===== src/hdl/dcmg_pkg.sv =====
// ----------------------------------------------------------------------------
// Diamond-cell mask generator package
// Shared constants, the configuration register index type and the sequencer state type of the mask generator.
// ----------------------------------------------------------------------------
package dcmg_pkg;

  // Pattern geometry.
  localparam int unsigned CellSize  = 64;
  localparam int unsigned CellShift = $clog2(CellSize);
  localparam int unsigned RowWeight = 5;

  // Field and register widths.
  localparam int unsigned CoordW = 12;
  localparam int unsigned DimW   = 13;
  localparam int unsigned PixW   = 8;
  localparam int unsigned DvdW   = 2 * PixW;

  // Register reset values.
  localparam logic [DimW-1:0] WidthReset  = 13'd512;
  localparam logic [DimW-1:0] HeightReset = 13'd256;

  // Configuration register indexes.
  typedef enum logic [0:0] {
    REG_FRAME_WIDTH  = 1'b0,
    REG_FRAME_HEIGHT = 1'b1
  } reg_idx_e;

  // Sequencer states.
  typedef enum logic [1:0] {
    S_IDLE,
    S_CALC,
    S_DIV,
    S_OUT
  } dcmg_state_e;

endpackage


===== src/hdl/diamond_cell_mask_generator.sv =====
// Sequence: a measure pixel passes through the pattern state and then the
// output state; an emit pixel with a nonzero maximum passes through the
// pattern state, the radix-4 divider steps and the output state; emit with
// a zero maximum skips the divider. Flow: one pixel at a time; the next
// transfer is taken in the cycle after the result transfer.
// Reset: asynchronous, active low; clears the running maximum and the
// sequencer and loads frame height 256 (frame width affects no result).
// ----------------------------------------------------------------------------
// Diamond-cell mask generator
// Computes the diamond-cell pattern value of a pixel, tracks the frame
// maximum in the measure pass and normalizes against it in the emit pass
// with a two-bit-per-cycle restoring divider.
// ----------------------------------------------------------------------------
module diamond_cell_mask_generator
  import dcmg_pkg::*;
(
  input  logic              clk_i,
  input  logic              rst_ni,
  // Configuration write port
  input  logic              cfg_we_i,
  input  logic [0:0]        cfg_index_i,
  input  logic [DimW-1:0]   cfg_data_i,
  // Input channel
  input  logic              in_valid_i,
  output logic              in_stall_o,
  input  logic              action_i,
  input  logic              restart_max_i,
  input  logic [CoordW-1:0] pixel_x_i,
  input  logic [CoordW-1:0] pixel_y_i,
  // Output channel
  output logic              out_valid_o,
  input  logic              out_stall_i,
  output logic [PixW-1:0]   raw_value_o,
  output logic [PixW-1:0]   gray_level_o,
  output logic              opaque_o,
  output logic [CoordW-1:0] memory_row_o
);

  localparam int unsigned CntW = $clog2(DvdW / 2);
  localparam int unsigned JW   = DimW + 2;
  localparam int unsigned RowW = 11;
  localparam int unsigned KW   = DimW - CellShift + 1;

  dcmg_state_e state_q, state_d;

  logic [DimW-1:0]   height_q;
  logic [PixW-1:0]   max_q;
  logic              act_q, restart_q;
  logic [CoordW-1:0] x_q, y_q;
  logic [PixW-1:0]   raw_q, gray_q;
  logic              opaque_q;
  logic [CoordW-1:0] mrow_q;
  logic [DvdW-1:0]   dvd_q;
  logic [PixW-1:0]   rem_q;
  logic [PixW-1:0]   quo_q;
  logic [CntW-1:0]   cnt_q;

  logic in_xfer, out_xfer;

  assign in_xfer  = in_valid_i && !in_stall_o;
  assign out_xfer = out_valid_o && !out_stall_i;

  // Configuration registers; a frame width write is accepted but changes nothing.
  always_ff @(posedge clk_i or negedge rst_ni) begin
    if (!rst_ni) begin
      height_q <= HeightReset;
    end else if (cfg_we_i) begin
      case (reg_idx_e'(cfg_index_i))
        REG_FRAME_WIDTH:  ;
        REG_FRAME_HEIGHT: height_q <= cfg_data_i;
        default: ;
      endcase
    end
  end

  // Flipped memory row, registered in the pattern cycle.
  logic [DimW-1:0] mrow_full;
  assign mrow_full = height_q - DimW'(1) - {1'b0, y_q};

  // Pattern value: rotate the coordinates and split them into cells.
  logic [KW-1:0]          k;
  logic [DimW-1:0]        i_sum;
  logic signed [JW-1:0]   j_sum;
  logic                   j_neg;
  logic [JW-1:0]          j_abs;
  logic [CellShift-1:0]   ri, rj;
  logic signed [RowW-1:0] cj, row;
  logic [CellShift:0]     di, dj, dm;
  logic [PixW-1:0]        raw;
  logic [PixW-1:0]        row_lo;

  always_comb begin
    k      = KW'(height_q[DimW-1:CellShift]) + KW'(1);
    i_sum  = {1'b0, x_q} + {1'b0, y_q};
    j_sum  = $signed({3'b000, x_q}) - $signed({3'b000, y_q})
           + $signed(JW'({k, {CellShift{1'b0}}}));
    j_neg  = j_sum[JW-1];
    j_abs  = j_neg ? JW'(-j_sum) : JW'(j_sum);
    ri     = i_sum[CellShift-1:0];
    rj     = j_abs[CellShift-1:0];
    // Truncating division toward zero for a negative rotated column.
    cj     = j_neg ? -$signed(RowW'(j_abs[JW-1:CellShift]))
                   :  $signed(RowW'(j_abs[JW-1:CellShift]));
    row    = $signed(RowW'(i_sum[DimW-1:CellShift])) - cj + $signed(RowW'(k));
    // Distance from the cell center along each rotated axis.
    di     = (ri <= CellShift'(CellSize / 2)) ? (CellShift + 1)'(CellSize / 2 - ri)
                                              : (CellShift + 1)'(ri - CellSize / 2);
    if (j_neg) begin
      dj = (CellShift + 1)'(rj) + (CellShift + 1)'(CellSize / 2);
    end else begin
      dj = (rj <= CellShift'(CellSize / 2)) ? (CellShift + 1)'(CellSize / 2 - rj)
                                            : (CellShift + 1)'(rj - CellSize / 2);
    end
    dm     = (di > dj) ? di : dj;
    row_lo = row[PixW-1:0];
    raw    = PixW'(row_lo * PixW'(RowWeight)) + PixW'(dm);
  end

  // One radix-4 step of the restoring divider.
  logic [PixW:0]   r1, r2;
  logic [PixW-1:0] r1_n, r2_n;
  logic            b1, b2;

  always_comb begin
    r1   = {rem_q, dvd_q[DvdW-1]};
    b1   = (r1 >= {1'b0, max_q});
    r1_n = b1 ? PixW'(r1 - {1'b0, max_q}) : r1[PixW-1:0];
    r2   = {r1_n, dvd_q[DvdW-2]};
    b2   = (r2 >= {1'b0, max_q});
    r2_n = b2 ? PixW'(r2 - {1'b0, max_q}) : r2[PixW-1:0];
  end

  // Next state.
  always_comb begin
    state_d = state_q;
    case (state_q)
      S_IDLE: if (in_xfer) state_d = S_CALC;
      S_CALC: state_d = (act_q && (max_q != '0)) ? S_DIV : S_OUT;
      S_DIV:  if (cnt_q == CntW'(DvdW / 2 - 1)) state_d = S_OUT;
      S_OUT:  if (out_xfer) state_d = S_IDLE;
      default: state_d = S_IDLE;
    endcase
  end

  always_ff @(posedge clk_i or negedge rst_ni) begin
    if (!rst_ni) begin
      state_q <= S_IDLE;
    end else begin
      state_q <= state_d;
    end
  end

  // Running maximum, updated only by measure pixels.
  always_ff @(posedge clk_i or negedge rst_ni) begin
    if (!rst_ni) begin
      max_q <= '0;
    end else if (state_q == S_CALC && !act_q) begin
      if (restart_q || raw > max_q) begin
        max_q <= raw;
      end
    end
  end

  // Datapath registers.
  always_ff @(posedge clk_i) begin
    case (state_q)
      S_IDLE: begin
        if (in_xfer) begin
          act_q     <= action_i;
          restart_q <= restart_max_i;
          x_q       <= pixel_x_i;
          y_q       <= pixel_y_i;
        end
      end
      S_CALC: begin
        raw_q    <= raw;
        opaque_q <= (row != '0);
        mrow_q   <= mrow_full[CoordW-1:0];
        gray_q   <= '0;
        dvd_q    <= {raw, {PixW{1'b0}}} - DvdW'(raw);
        rem_q    <= '0;
        quo_q    <= '0;
        cnt_q    <= '0;
      end
      S_DIV: begin
        dvd_q <= {dvd_q[DvdW-3:0], 2'b00};
        rem_q <= r2_n;
        quo_q <= {quo_q[PixW-3:0], b1, b2};
        cnt_q <= cnt_q + CntW'(1);
        if (cnt_q == CntW'(DvdW / 2 - 1)) begin
          gray_q <= {quo_q[PixW-3:0], b1, b2};
        end
      end
      default: ;
    endcase
  end

  assign in_stall_o   = (state_q != S_IDLE);
  assign out_valid_o  = (state_q == S_OUT);
  assign raw_value_o  = raw_q;
  assign gray_level_o = gray_q;
  assign opaque_o     = opaque_q;
  assign memory_row_o = mrow_q;

`ifndef SYNTH
  // No new transfer is taken while a result is offered.
  a_no_accept_busy: assert property (@(posedge clk_i) disable iff (!rst_ni)
    out_valid_o |-> in_stall_o)
    else $error("input taken while result pending");

  // An input transfer always starts the pattern cycle.
  a_accept_calc: assert property (@(posedge clk_i) disable iff (!rst_ni)
    in_xfer |=> (state_q == S_CALC))
    else $error("input transfer did not start calculation");

  // Emit pixels never touch the running maximum.
  a_emit_keeps_max: assert property (@(posedge clk_i) disable iff (!rst_ni)
    (state_q == S_CALC && act_q) |=> $stable(max_q))
    else $error("emit pass changed the maximum");

  // The partial remainder stays below the divisor.
  a_rem_bound: assert property (@(posedge clk_i) disable iff (!rst_ni)
    (state_q == S_DIV) |-> (rem_q < max_q))
    else $error("divider remainder out of range");

  // Measure results carry a zero gray level.
  a_measure_gray: assert property (@(posedge clk_i) disable iff (!rst_ni)
    (out_valid_o && !act_q) |-> (gray_level_o == '0))
    else $error("measure result with nonzero gray level");
`endif

endmodule


===== config.mk =====
export PLATFORM = sky130hd
export DESIGN_NAME = diamond_cell_mask_generator
export DESIGN_NICKNAME = d
export VERILOG_FILES = /design/src/hdl/dcmg_pkg.sv /design/src/hdl/diamond_cell_mask_generator.sv
export SDC_FILE = /design/constraint.sdc
export NUM_CORES = 1
export LEC_CHECK = 0
export BUFFER_PORTS_ARGS = -buffer_cell sky130_fd_sc_hd__buf_2
export CAP_MARGIN = 20
export CORE_UTILIZATION = 45
export CTS_CLUSTER_DIAMETER = 120
export DETAILED_ROUTE_END_ITERATION = 10
export GPL_TIMING_DRIVEN = 0
export SETUP_SLACK_MARGIN = 0.4
export SLEW_MARGIN = 30
export SYNTH_ARGS = -nofsm -noshare
export SYNTH_HDL_FRONTEND = slang
export SYNTH_SLANG_ARGS = --single-unit

===== constraint.sdc =====
create_clock -name clk_i -period 11.7 [get_ports clk_i]
set_input_delay 2.34 -clock clk_i [delete_from_list [all_inputs] [get_ports clk_i]]
set_output_delay 2.34 -clock clk_i [all_outputs]
set_load 0.02 [all_outputs]

# Word-level counts from Yosys, hierarchy flattened
# Cells that the tools add are included.
# totals
regBits,111
elab_cells,86
# classes
reduce_logical,18
mux,19
n_lt_le_gt_ge,6
eq_ne,7
add_sub_neg,20
mul,1
# ops
op,count
case mux 16 bit (2 select lines),1
case mux 8 bit (2 select lines),2
2-to-1 mux 7 bit,4
2-to-1 mux 8 bit,3
>= comparator 9 x 8 -> 1 bit,2
subtractor 16 x 8 -> 16 bit,1
subtractor 8 bit,2
adder 13 x 15 -> 15 bit,1
2-to-1 mux 15 bit,1
negation 15 bit,1
"subtractor 6 x 6 -> 7 bit, first input constant",2
"subtractor 6 x 6 -> 7 bit, second input constant",2
adder 12 x 12 -> 13 bit,1
subtractor 12 x 12 -> 13 bit,1
"less-or-equal comparator 6 bit, second input constant",2
case mux 6 bit (2 select lines),1
"subtractor 12 x 1 -> 12 bit, second input constant",1
subtractor 12 bit,1
adder 11 x 9 -> 11 bit,1
2-to-1 mux 11 bit,1
negation 9 -> 11 bit,1
nonzero test 11 bit,1
subtractor 8 x 11 -> 11 bit,1
"adder 7 x 1 -> 8 bit, second input constant",1
other kinds (23),36

# Longest topological paths before layout
# logic_depth
ltp_word,13
mapped_depth,52

# Least setup slack after synthesis
# No wires, ideal clock.
# synth_path
path_type,register to register
start,reg y_q[1]
end,reg max_q[3]
slack_ps,1407
setup_time_ps,125
required_ps,11575
path_buffers,3
stages_incl_launch_ff,49
period_less_slack_ps,10293
arrival_time_ps,10168
path_cell_list,edfxtp_1 -> inv_1 -> ha_1 -> nor2b_1 -> o221a_2 -> o31a_1 -> o21ai_0 -> nand2b_1 -> a21o_1 -> a21oi_1 -> o21bai_1 -> a21oi_1 -> xnor2_1 -> ha_1 -> or4_1 -> a21oi_1 -> xor2_1 -> clkbuf_1 -> [13 not listed] -> a21oi_1 -> xnor2_1 -> ha_1 -> inv_1 -> fa_1 -> inv_1 -> ha_1 -> a21o_1 -> a21oi_1 -> xnor3_1 -> xnor3_1 -> ha_1 -> a21oi_1 -> o21ai_0 -> o21a_1 -> o21ai_0 -> clkbuf_1 -> mux2_2
# synth_via
elab_chain_len,13
word_cells_on_any_way,26
classes_between,add/sub: 13; mul: 1; order compare: 4; mux: 6; reduce/logical: 2
# synth_lines
element,line_no,text
start: declaration,diamond_cell_mask_generator.sv:49,"logic [CoordW-1:0] x_q, y_q;"
start signal: assignment,diamond_cell_mask_generator.sv:172,y_q <= pixel_y_i;
subtractor 12 x 12 -> 13 bit,diamond_cell_mask_generator.sv:95,"j_sum = $signed({3'b000, x_q}) - $signed({3'b000, y_q})"
adder 13 x 15 -> 15 bit,diamond_cell_mask_generator.sv:96,"+ $signed(JW'({k, {CellShift{1'b0}}}));"
negation 15 bit,diamond_cell_mask_generator.sv:98,j_abs = j_neg ? JW'(-j_sum) : JW'(j_sum);
2-to-1 mux 15 bit,diamond_cell_mask_generator.sv:98,
"negation 9 -> 11 bit, or another cell as far along",diamond_cell_mask_generator.sv:102,cj = j_neg ? -$signed(RowW'(j_abs[JW-1:CellShift]))
2-to-1 mux 11 bit / 2-to-1 mux 7 bit (equally long branches),"diamond_cell_mask_generator.sv:102, diamond_cell_mask_generator.sv:111",
subtractor 8 x 11 -> 11 bit / 2-to-1 mux 7 bit (equally long branches),"diamond_cell_mask_generator.sv:104, diamond_cell_mask_generator.sv:108",
adder 11 x 9 -> 11 bit / > comparator 7 bit (equally long branches),"diamond_cell_mask_generator.sv:104, diamond_cell_mask_generator.sv:114",
multiplier 8 x 3 -> 8 bit / 2-to-1 mux 7 bit (equally long branches),"diamond_cell_mask_generator.sv:116, diamond_cell_mask_generator.sv:114",
adder 8 x 7 -> 8 bit (*),diamond_cell_mask_generator.sv:116,raw = PixW'(row_lo * PixW'(RowWeight)) + PixW'(dm);
named net raw[7],diamond_cell_mask_generator.sv:89,logic [PixW-1:0] raw;
> comparator 8 bit (*),diamond_cell_mask_generator.sv:158,if (restart_q || raw > max_q) begin
logical OR 1 bit (*),diamond_cell_mask_generator.sv:158,
AND reduction 2 bit (no line) (*),-,
end signal: assignment,diamond_cell_mask_generator.sv:159,max_q <= raw;
end: declaration,diamond_cell_mask_generator.sv:47,logic [PixW-1:0] max_q;
# The timed path passes the listed nets; every way through them passes the cells marked *.
# A chain may end at the register's enable or synchronous reset.

# Worst setup path after layout
# layout_path
start,reg y_q[2]
end,reg max_q[4]
# The elaborated chain is that of the path after synthesis.

==> results.tsv <==
metric	value	unit
async_reset_ff_frac	0.2072	
worstHoldPathType	register to register	
slowest_stage	fa_1	
netlist.area_leader.share	0.2892	
required	11.96	ns
drc	0	
cts-buffers-inserted	9	
diodes	0	
max_freq	94.16	MHz
syn_inst	916	
fin_worst_skew	0.01786	ns
grt.overflow.total	0	
fillers	1877	
ys_seq_elements	111	
clk_pin_slew	0.08	ns
clkSinkCount	111	
ys_types	76	
dp.cells	1257	
mappedNetlistArea	9138	µm²
cts-root-buf	clkbuf_16	
yosysTopAreaCell	edfxtp_1	
hold_buffers	0	
die_w	144.5	µm
period_minus_slack	10.62	ns
cp.arrival	10.88	ns
start_util	0.4649	
cts-htree-levels	3	
hold_violations	0	
stdcell_count	1278	
yosys-top-cells-count	ha_1 (111), inv_1 (96), edfxtp_1 (88)	
rows	51	
wl_per_cell	15.84	µm
crit_path_frequent_cell	ha_1	
dp_hpwl	15850	µm
tritoncts	done	
drt_wl_total	20250	µm
gp_congestion	0.8368	
die_h	144.5	µm
start_kind	register	
seq_area	3219	µm²
grt_pass1_wl	33680	µm
nets	1182	
yosys-top-cells-area	edfxtp_1 (29%), ha_1 (15%), dfrtp_1 (6.0%)	
critical_path_class	register to register	
drtAntennaViolNets	0	
dieArea	20880	µm²
synth_edf_count	88	
max-cap-violations	0	
clk_path_buf_depth	2	
fin_setup_tns	0	ns
post_synth.cell_area_avg	9.975	µm²
synth.most_common_cell	ha_1	
synthToLayoutAreaGrowth	12.86	%
ys.flop_type	edfxtp_1	
setup_violations	0	
clk_latency	0.37	ns
dr.pass1.iters	5	
grt_max_degree	28	
rsz0062_at_grt	false	
vias	6802	
grtUsageTotal	0.2103	
multi_input_area	5554	µm²
first_global_vias	6689	
outcome	complete, no violations	
min_period_over_period	0.9077	
yosysWarnings	0	
seq_area_frac_synth	0.3523	
worst_setup_path_end_kind	register	
slew_headroom	0.3751	
max_stage_delay	0.58	ns
synth_fp_nets	1090	
crit_fanout	10	
slew_violations	0	
drive_gt1_frac	0.1678	
drtIter0Drc	424	
viasPerCell	5.322	
worstMarginPinSlew	0.9306	ns
antenna_found_initial	0	
pin_count	76	
io_buffers	75	
core	19650	µm²
==> cells in the final DEF (no fill, tap or decap), types with 17 or more instances in the layout <==
master and n:
ha_1 108, inv_1 95, edfxtp_1 88, buf_2 78, nand2_1 62, nor2_1 61, xnor2_1 52, o21ai_0 50
a21oi_1 48, mux2_2 29, dfrtp_1 22, xor2_1 20, fa_1 18, o21bai_1 17
==> stage by stage <==
stage	util	setup slack [ns]	hold WS (ns)	area [µm²]
6_report	0.5247	1.080	0.4967	10310
5_1_grt	0.5247	0.4142	0.5109	10310
4_1_cts	0.5204	0.4010	0.4971	10230
3_5_place_dp	0.5022	-0.4694	0.4789	9871
3_3_place_gp	0.5009	-0.4095	0.4654	9844
2_1_floorplan	-	1.407	0.4498	9138
==> registers in the layout, summed over array words and instances, names as in the netlist <==
register / count
opaque_o: 1
height_q: 13
quo_q: 6
rem_q: 8
restart_q: 1
y_q: 12
x_q: 12
act_q: 1
cnt_q: 3
memory_row_o: 12
gray_level_o: 8
raw_value_o: 8
max_q: 8
dvd_q: 16
state_q: 2
==> worst max-delay path, delay by kind of cell (launching register included) <==
kind / cells / cell delay (ns)
compound gates: 19 / 3.64
fa+ha+maj: 9 / 3.20
xor+xnor: 6 / 1.31
buf+inv: 9 / 1.13
simple gates: 4 / 0.44
flops: 1 / 0.40
mux: 1 / 0.35
==> cell families (layout without fill, tap and decap cells) <==
logic type / Yosys count / in the layout / synth area share
AND/OR/NAND/NOR: 229 / 229 / 0.1243
AO/OA/AOI/OAI: 207 / 207 / 0.1506
adder cells (fa/ha/maj): 129 / 129 / 0.1914
buffers and inverters: 119 / 216 / 0.04929
flip-flops: 111 / 111 / 0.3523
XOR/XNOR: 81 / 81 / 0.08353
multiplexers: 39 / 39 / 0.04806
other: 1 / 1 / 0.0004104
==> final cells by class <==
cell class                      count  area share
Timing Repair Buffer               81     0.04198
Sequential cell                   111      0.3122
Clock buffer                        9     0.02184
Multi-Input combinational cell    686      0.5386
Clock inverter                      7    0.008008
Buffer                             23     0.01031
Inverter                           96     0.03494
Tap cell                          265     0.03215
==> metal layers <==
layer	vias up	track usage	part of all wire	routed length, µm
met3	21	0.03079	0.033	677
li1	3454	-	-	-
met1	3193	0.3119	0.52	10600
met2	134	0.3165	0.43	8639
met4	0	0.05706	0.016	329
met5	-	0	0	0
==> repair_timing <==
action | CTS | global route
pin swaps | 1 | 3
gates resized for setup | 10 | 22
setup endpoints to repair | 8 | 8
setup buffers | 1 | 4
==> final timing paths <==
kind                       startpoint           to  slack [ns]  depth (start not counted)
min in group asynchronous      rst_ni  height_q[0]        1.95                          1
max reg2reg                    y_q[2]     max_q[4]        1.08                         48
max in group asynchronous      rst_ni  height_q[8]        9.36                          1
max                            y_q[2]     max_q[4]        1.08                         48
min                          max_q[2]     max_q[2]        0.50                          2
min reg2reg                  max_q[2]     max_q[2]        0.50                          2
Power is not shown: default switching activity piles up to over one toggle a cycle in this logic, so the estimate is an artifact.
